[src/hw/rtl/fcull_pkg.sv]
`timescale 1ns / 1ps
// ----------------------------------------------------------------------------
// fcull_pkg
// Shared types and constants for the frustum cull pipeline.
// ----------------------------------------------------------------------------
package fcull_pkg;

    // planes held in configuration
    localparam int PLANE_COUNT = 6;
    localparam int PLANE_W     = 64;

    // field widths
    localparam int COORD_W  = 16;
    localparam int RADIUS_W = 15;
    localparam int FUNC_W   = 2;
    localparam int PROD_W   = 32;
    localparam int DIST_W   = 34;
    localparam int FRAC_SH  = 14;

    // test kinds; the unused code runs as a point test
    typedef enum logic [FUNC_W-1:0] {
        FUNC_POINT  = 2'd0,
        FUNC_SPHERE = 2'd1,
        FUNC_BOX    = 2'd2
    } func_t;

    // one request travelling down the chain, with its running verdict
    typedef struct packed {
        logic [FUNC_W-1:0]          func;
        logic signed [COORD_W-1:0]  min_x;
        logic signed [COORD_W-1:0]  min_y;
        logic signed [COORD_W-1:0]  min_z;
        logic signed [COORD_W-1:0]  max_x;
        logic signed [COORD_W-1:0]  max_y;
        logic signed [COORD_W-1:0]  max_z;
        logic [RADIUS_W-1:0]        radius;
        logic                       in_frustum;
    } item_t;

endpackage

[src/hw/rtl/fcull_cell.sv]
`timescale 1ns / 1ps
// ----------------------------------------------------------------------------
// fcull_cell
// One plane test: products in the first stage, sum and compare in the second.
// ----------------------------------------------------------------------------
module fcull_cell
    import fcull_pkg::*;
(
    input  logic               clk,
    input  logic               rst_n,
    input  logic [PLANE_W-1:0] plane,
    input  logic               up_valid,
    output logic               up_ready,
    input  item_t              up_item,
    output logic               dn_valid,
    input  logic               dn_ready,
    output item_t              dn_item
);

    logic                      valid_a_reg;
    item_t                     item_a_reg;
    logic signed [PROD_W-1:0]  px_reg;
    logic signed [PROD_W-1:0]  py_reg;
    logic signed [PROD_W-1:0]  pz_reg;
    logic                      valid_b_reg;
    item_t                     item_b_reg;

    logic                      take_a;
    logic                      take_b;
    logic signed [COORD_W-1:0] nx;
    logic signed [COORD_W-1:0] ny;
    logic signed [COORD_W-1:0] nz;
    logic signed [COORD_W-1:0] d;
    logic signed [COORD_W-1:0] vx;
    logic signed [COORD_W-1:0] vy;
    logic signed [COORD_W-1:0] vz;
    logic signed [PROD_W-1:0]  px_next;
    logic signed [PROD_W-1:0]  py_next;
    logic signed [PROD_W-1:0]  pz_next;
    logic signed [DIST_W-1:0]  dist_sum;
    logic signed [DIST_W-1:0]  limit;
    logic                      reject;
    item_t                     item_b_next;

    // plane fields
    assign nx = plane[15:0];
    assign ny = plane[31:16];
    assign nz = plane[47:32];
    assign d  = plane[63:48];

    // stage advance, a stage moves when it is empty or its successor moves
    assign take_b   = !valid_b_reg || dn_ready;
    assign take_a   = !valid_a_reg || take_b;
    assign up_ready = take_a;

    // vertex choice: box takes the positive vertex, others the center
    always_comb
    begin
        vx = up_item.min_x;
        vy = up_item.min_y;
        vz = up_item.min_z;
        if (up_item.func == FUNC_BOX)
        begin
            vx = nx[COORD_W-1] ? up_item.min_x : up_item.max_x;
            vy = ny[COORD_W-1] ? up_item.min_y : up_item.max_y;
            vz = nz[COORD_W-1] ? up_item.min_z : up_item.max_z;
        end
    end

    // per-axis products
    assign px_next = PROD_W'(nx) * PROD_W'(vx);
    assign py_next = PROD_W'(ny) * PROD_W'(vy);
    assign pz_next = PROD_W'(nz) * PROD_W'(vz);

    // distance and rejection threshold at 14 fraction bits
    always_comb
    begin
        dist_sum = DIST_W'(px_reg) + DIST_W'(py_reg) + DIST_W'(pz_reg)
                 + (DIST_W'(d) <<< FRAC_SH);
        limit = '0;
        if (item_a_reg.func == FUNC_SPHERE)
        begin
            limit = -$signed({5'b0, item_a_reg.radius, {FRAC_SH{1'b0}}});
        end
        reject = dist_sum < limit;
        item_b_next            = item_a_reg;
        item_b_next.in_frustum = item_a_reg.in_frustum && !reject;
    end

    // stage registers, control
    always_ff @(posedge clk or negedge rst_n)
    begin
        if (!rst_n)
        begin
            valid_a_reg <= 1'b0;
            valid_b_reg <= 1'b0;
        end
        else
        begin
            if (take_a)
            begin
                valid_a_reg <= up_valid;
            end
            if (take_b)
            begin
                valid_b_reg <= valid_a_reg;
            end
        end
    end

    // stage registers, payload
    always_ff @(posedge clk)
    begin
        if (take_a)
        begin
            item_a_reg <= up_item;
            px_reg     <= px_next;
            py_reg     <= py_next;
            pz_reg     <= pz_next;
        end
        if (take_b)
        begin
            item_b_reg <= item_b_next;
        end
    end

    assign dn_valid = valid_b_reg;
    assign dn_item  = item_b_reg;

endmodule

[config.mk]
export PLATFORM = sky130hd
export DESIGN_NAME = fcull_cell
export DESIGN_NICKNAME = d
export VERILOG_FILES = /design/src/hw/rtl/fcull_pkg.sv /design/src/hw/rtl/fcull_cell.sv
export SDC_FILE = /design/constraint.sdc
export NUM_CORES = 2
export LEC_CHECK = 0
export ABC_AREA = 1
export BUFFER_PORTS_ARGS = -buffer_cell sky130_fd_sc_hd__buf_2
export CAP_MARGIN = 0
export CORE_MARGIN = 1.5
export CORE_UTILIZATION = 30
export CTS_CLUSTER_DIAMETER = 80
export DETAILED_ROUTE_END_ITERATION = 7
export PLACE_DENSITY = 0.48
export REMOVE_ABC_BUFFERS = 1
export SKIP_LAST_GASP = 1
export SLEW_MARGIN = 20
export SYNTH_ARGS = -nofsm -noshare
export SYNTH_HDL_FRONTEND = slang
export SYNTH_SLANG_ARGS = --single-unit
[constraint.sdc]
create_clock -name clk -period 19.3 [get_ports clk]
set_clock_uncertainty 0.15 [all_clocks]
set_input_delay 1.93 -clock clk [delete_from_list [all_inputs] [get_ports clk]]
set_output_delay 1.93 -clock clk [all_outputs]
set_load 0.01 [all_outputs]
; Word-level counts from Yosys, hierarchy flattened
; Index checks and enable logic that the tools add are counted.
[totals]
register_bits = 326
inputBits = 182
output_inout_bits = 116
word_cells = 46
[classes]
n_addsub = 4
mul = 3
magnitude_cmp = 1
n_eq_ne = 2
n_mux = 7
n_reduce_logical = 6
[ops]
columns = operator, n
row1 = $mul A16 B16 Y32, 3
row2 = $mux W16, 6
row3 = $add A33 B32 Y34, 1
row4 = $add A34 B30 Y34, 1
row5 = $lt A34 B34 Y1, 1
row6 = $mux W34, 1
row7 = $neg A29 Y34, 1
row8 = $add A32 B32 Y33, 1
row9 = $logic_not A1 Y1, 3
row10 = $eq A2 B1 Y1 const B, 1
row11 = $eq A2 B2 Y1 const B, 1
row12 = $logic_or A1 B1 Y1, 2
row13 = $logic_and A1 B1 Y1, 1

; Depth between registers and ports, before layout
[depth]
ltp_word = 6
ltp_mapped = 34
depth_no_buf = 33

; Worst setup path after synthesis
; No wires, ideal clock.
[synth_timing]
path_type = in2reg
start = input port dn_ready
end = register item_a_reg[0] (netlist bit), enable pin
setup_ns = 2.215
t_arrival_ns = 6.735
t_required_ns = 16.935
setup_slack_ns = 10.200
cell_stages = 2
n_path_buf = 0
path_cell_list = inv_1 > nand3_1
[synth_between]
elab_chain_len = 2
[synth_lines]
columns = item, line_no
row1 = start: declaration, fcull_cell.sv:16  ; input logic dn_ready,
row2 = $logic_or A1 B1 Y1, fcull_cell.sv:52  ; assign take_b = !valid_b_reg || dn_ready;
row3 = $logic_or A1 B1 Y1, fcull_cell.sv:53  ; assign take_a = !valid_a_reg || take_b;
row4 = net up_ready, fcull_cell.sv:13  ; output logic up_ready,
row5 = end signal: assignment, fcull_cell.sv:116  ; item_a_reg <= up_item;
row6 = end: declaration, fcull_cell.sv:21  ; item_t item_a_reg;
; The timed path passes the listed nets, and every way through them passes these cells.
; A chain may end at the register's enable or synchronous reset.

; Worst setup path in the final report
[layout_timing]
start = input port up_item[112] (netlist bit)
end = register px_reg[25], data pin
[layout_between]
elab_chain_len = 3
[layout_lines]
columns = item, line_no
row1 = start: declaration, fcull_cell.sv:14  ; input item_t up_item,
row2 = $eq A2 B2 Y1, fcull_cell.sv:62  ; if (up_item.func == FUNC_BOX)
row3 = $mux W16, fcull_cell.sv:62
row4 = $mul A16 B16 Y32, fcull_cell.sv:71  ; assign px_next = PROD_W'(nx) * PROD_W'(vx);
row5 = net px_next[25], fcull_cell.sv:37  ; logic signed [PROD_W-1:0] px_next;
row6 = end signal: assignment, fcull_cell.sv:117  ; px_reg <= px_next;
row7 = end: declaration, fcull_cell.sv:22  ; logic signed [PROD_W-1:0] px_reg;
; The timed path passes the listed nets, and every way through them passes these cells.

==> implementation parameters <==
Parameter                              Value

Run status
  Result of the run    complete, no violations

CTS
  Number of H-tree levels    2
  Root buffer cell    clkbuf_16
  Clk_lat worst skew    620 ps
  Number of instances resized during post-cts repair    0
  Clk buf depth    3
  Clock transition time at the flip-flop clock pins of the worst setup and hold paths    60 ps
  TritonCTS clock tree    yes
  Count of buffers added by post-CTS timing repair for setup    0
  Clock Sink Count    326
  CTS hold repair buffers    0
  TritonCTS Buffers    45

STA
  Setup tns final    0 ps
  Achievable frequency    0.115 GHz
  Final-report max-slew violation count    0
  Headroom to the max-slew limit    0.379
  Final-report setup violation count    0
  Transition time of the tightest slew-check pin    931 ps
  Time the final worst path needs with I/O delays and setup    between 8000 and 9000 ps
  Hold violation count in the final report    0
  Unrepaired setup endpoints after global routing    no
  Fin crit share    0.450

Detailed routing
  Remaining routing DRC violations    0
  Routed length per instance    about 19 um
  Iteration count of the initial detailed-routing pass    6
  Starting DRC count in detailed routing    1932
  Top Metal Used    met5
  Met2 Wirelength    60.8 mm
  Via count    ~32000
  Sum of routed wire length over all layers    approximately 130 mm
  ANT nets after route    0
  Routed metal-1 wire length    60.4 mm
  Vias per Instance    4.60
  Total length of routed met3 wires    approximately 8.6 mm

Floorplanning
  Floorplan die width    between 300 and 400 um
  Top-level I/O count    298
  Vertical extent of the die    387 um
  Floorplan die area    between 0.1 and 0.15 sq mm
  Core box area    ~0.15 sq mm
  Standard-cell rows    140
  Initial standard-cell utilization of the core    0.303

Cells and area
  Synth-to-Final Area Change    11.6%
  Most common library cell in the layout ignoring fill and taps    inv_1
  Sequential cell area    roughly 0.0098 sq mm
  Final net count    ~6200
  Area of the multi-input gates    ~0.03 sq mm
  Commonest non-fill, non-tap cells in the layout    inv_1, fa_1, nand2_1
  Filler cell count    15300
  Proportion of layout cells with a drive suffix above 1    0.0994

Logic synthesis
  Cell variety after synth    47
  Synth warnings    0
  Post-synth ARST share    0.00613
  Dominant synthesized flop cell    edfxtp_1
  Flip-flop and latch count after synthesis    about 330
  Leading area contributor after synthesis    fa_1
  Post-Synthesis Cell Area    about 0.044 sq mm
  Area share of the largest cell type after synthesis    0.379
  Number of standard cells after synthesis    4625
  Sequential-to-total area share from yosys stat    0.221
  Post-synth EDFFs    324
  Cells taking the most area after synthesis    fa_1, edfxtp_1, inv_1
  Syn_area_per_cell    9.57 sq um

Critical path
  Critical path capture point type    register
  Max FO, Critical Path    17
  Startpoint type of the worst setup path    input port
  Data arrival time of the critical path    8860 ps
  Required time of the critical path    19480 ps
  Worst setup path category    in2reg

Placement
  Number of buffers inserted by port buffering    297
  HPWL reported at the end of detailed placement    approximately 110 mm
  Final weighted congestion in routability-driven placement    0.908

Hold path
  Path type of the worst min-delay path    reg2reg

GRT
  Vias in the first global route    between 30000 and 40000
  Final global-route overflow total    0
  First-pass GRT wire length    206 mm
  Largest net degree at the start of global routing    147
  Antenna violations before repair    12
  Total routing resource utilization after global routing    0.181

Flow run
  Max-cap violations    0
metrics by stage:
stage	area, sq um	utilization	worst slack, ps	instances	hold slack [ps]
2_1_floorplan	43800	-	10200	4531	250
4_1_cts	49400	0.338	10410	6845	255
6_report	49400	0.338	10610	6852	253
3_5_place_dp	47800	0.327	9740	6761	255
5_1_grt	49400	0.338	10190	6847	261
3_3_place_gp	47800	0.327	9860	6761	251
kinds of logic after synthesis:
| family | after synthesis | synth area share |
|---|---|---|
| adder cells (fa/ha/maj) | 1148 | 0.467 |
| multiplexers | 7 | 0.00158 |
| AO/OA/AOI/OAI | 358 | 0.0485 |
| AND/OR/NAND/NOR | 1399 | 0.128 |
| buffers and inverters | 1268 | 0.111 |
| flip-flops | 326 | 0.221 |
| XOR/XNOR | 119 | 0.0235 |
worst max-delay path, cell delays in order:
cell,delay [ps]
buf_2,120
nor2_2,220
inv_4,190
nor2_8,370
inv_2,220
o21ai_2,610
inv_1,190
nand2_1,120
fa_1,470
fa_1,510
inv_1,50
fa_1,520
fa_1,450
fa_1,490
inv_1,50
fa_1,490
inv_1,50
ha_1,440
nand4_1,180
nor3_1,490
nand4_1,200
nand3_1,220
a21oi_1,100
xnor2_1,160
final timing paths:
path,from,end,slack (ps),depth (start not counted)
hold reg to reg,item_a_reg[69],dn_item[69],250,0
setup / recovery,up_item[112],px_reg[25],10610,24
min in group asynchronous,rst_n,dn_valid,940,1
hold / removal,item_a_reg[69],dn_item[69],250,0
max in group asynchronous,rst_n,valid_a_reg,17970,1
setup reg to reg,px_reg[15],dn_item[0],14790,21
synthesized netlist by cell type (2+ instances only):
| master | number |
|---|---|
| inv_1 | 1137 |
| fa_1 | 837 |
| nand2_1 | 684 |
| nor2_1 | 515 |
| edfxtp_1 | 324 |
| ha_1 | 311 |
| a21oi_1 | 151 |
| o21ai_0 | 88 |
| nand3_1 | 75 |
| xor2_1 | 73 |
| xnor2_1 | 46 |
| or2_2 | 38 |
| o21ai_2 | 35 |
| buf_2 | 34 |
| nand4_1 | 30 |
| clkbuf_1 | 28 |
| nor3_1 | 28 |
| buf_1 | 18 |
| clkinv_1 | 17 |
| inv_2 | 17 |
| a21o_1 | 12 |
| buf_6 | 12 |
| o21bai_1 | 12 |
| o211ai_1 | 10 |
| or2_1 | 10 |
| o21a_1 | 8 |
| a211oi_1 | 7 |
| a21boi_0 | 7 |
| a31oi_1 | 7 |
| mux2i_1 | 7 |
| o21ai_1 | 7 |
| nor4_1 | 6 |
| or2_0 | 5 |
| a221oi_1 | 4 |
| inv_4 | 3 |
| nor2_8 | 3 |
| o311ai_0 | 3 |
| a21boi_2 | 2 |
| and3_1 | 2 |
| buf_4 | 2 |
| dfrtp_1 | 2 |
| o211a_1 | 2 |
| o21ai_4 | 2 |
layout make-up:
type                    instances  share of cell area
multi-input cells            3031               0.599
inverters                    1174              0.0894
well taps                    1917              0.0486
flip-flops and latches        326               0.198
repair buffers                313              0.0328
clock buffers                  52              0.0238
clock inverters                32             0.00785
diodes                          7            0.000355
routing by layer:
metal	GRT usage	vias to the layer above
met4	0.0392	6
met1	0.253	16100
li1	-	14500
met5	0	-
met2	0.290	845
met3	0.0345	137
Power is left out: the tool's default activity adds up to more than one toggle a clock period on the data nets, which glitch-free logic cannot reach.
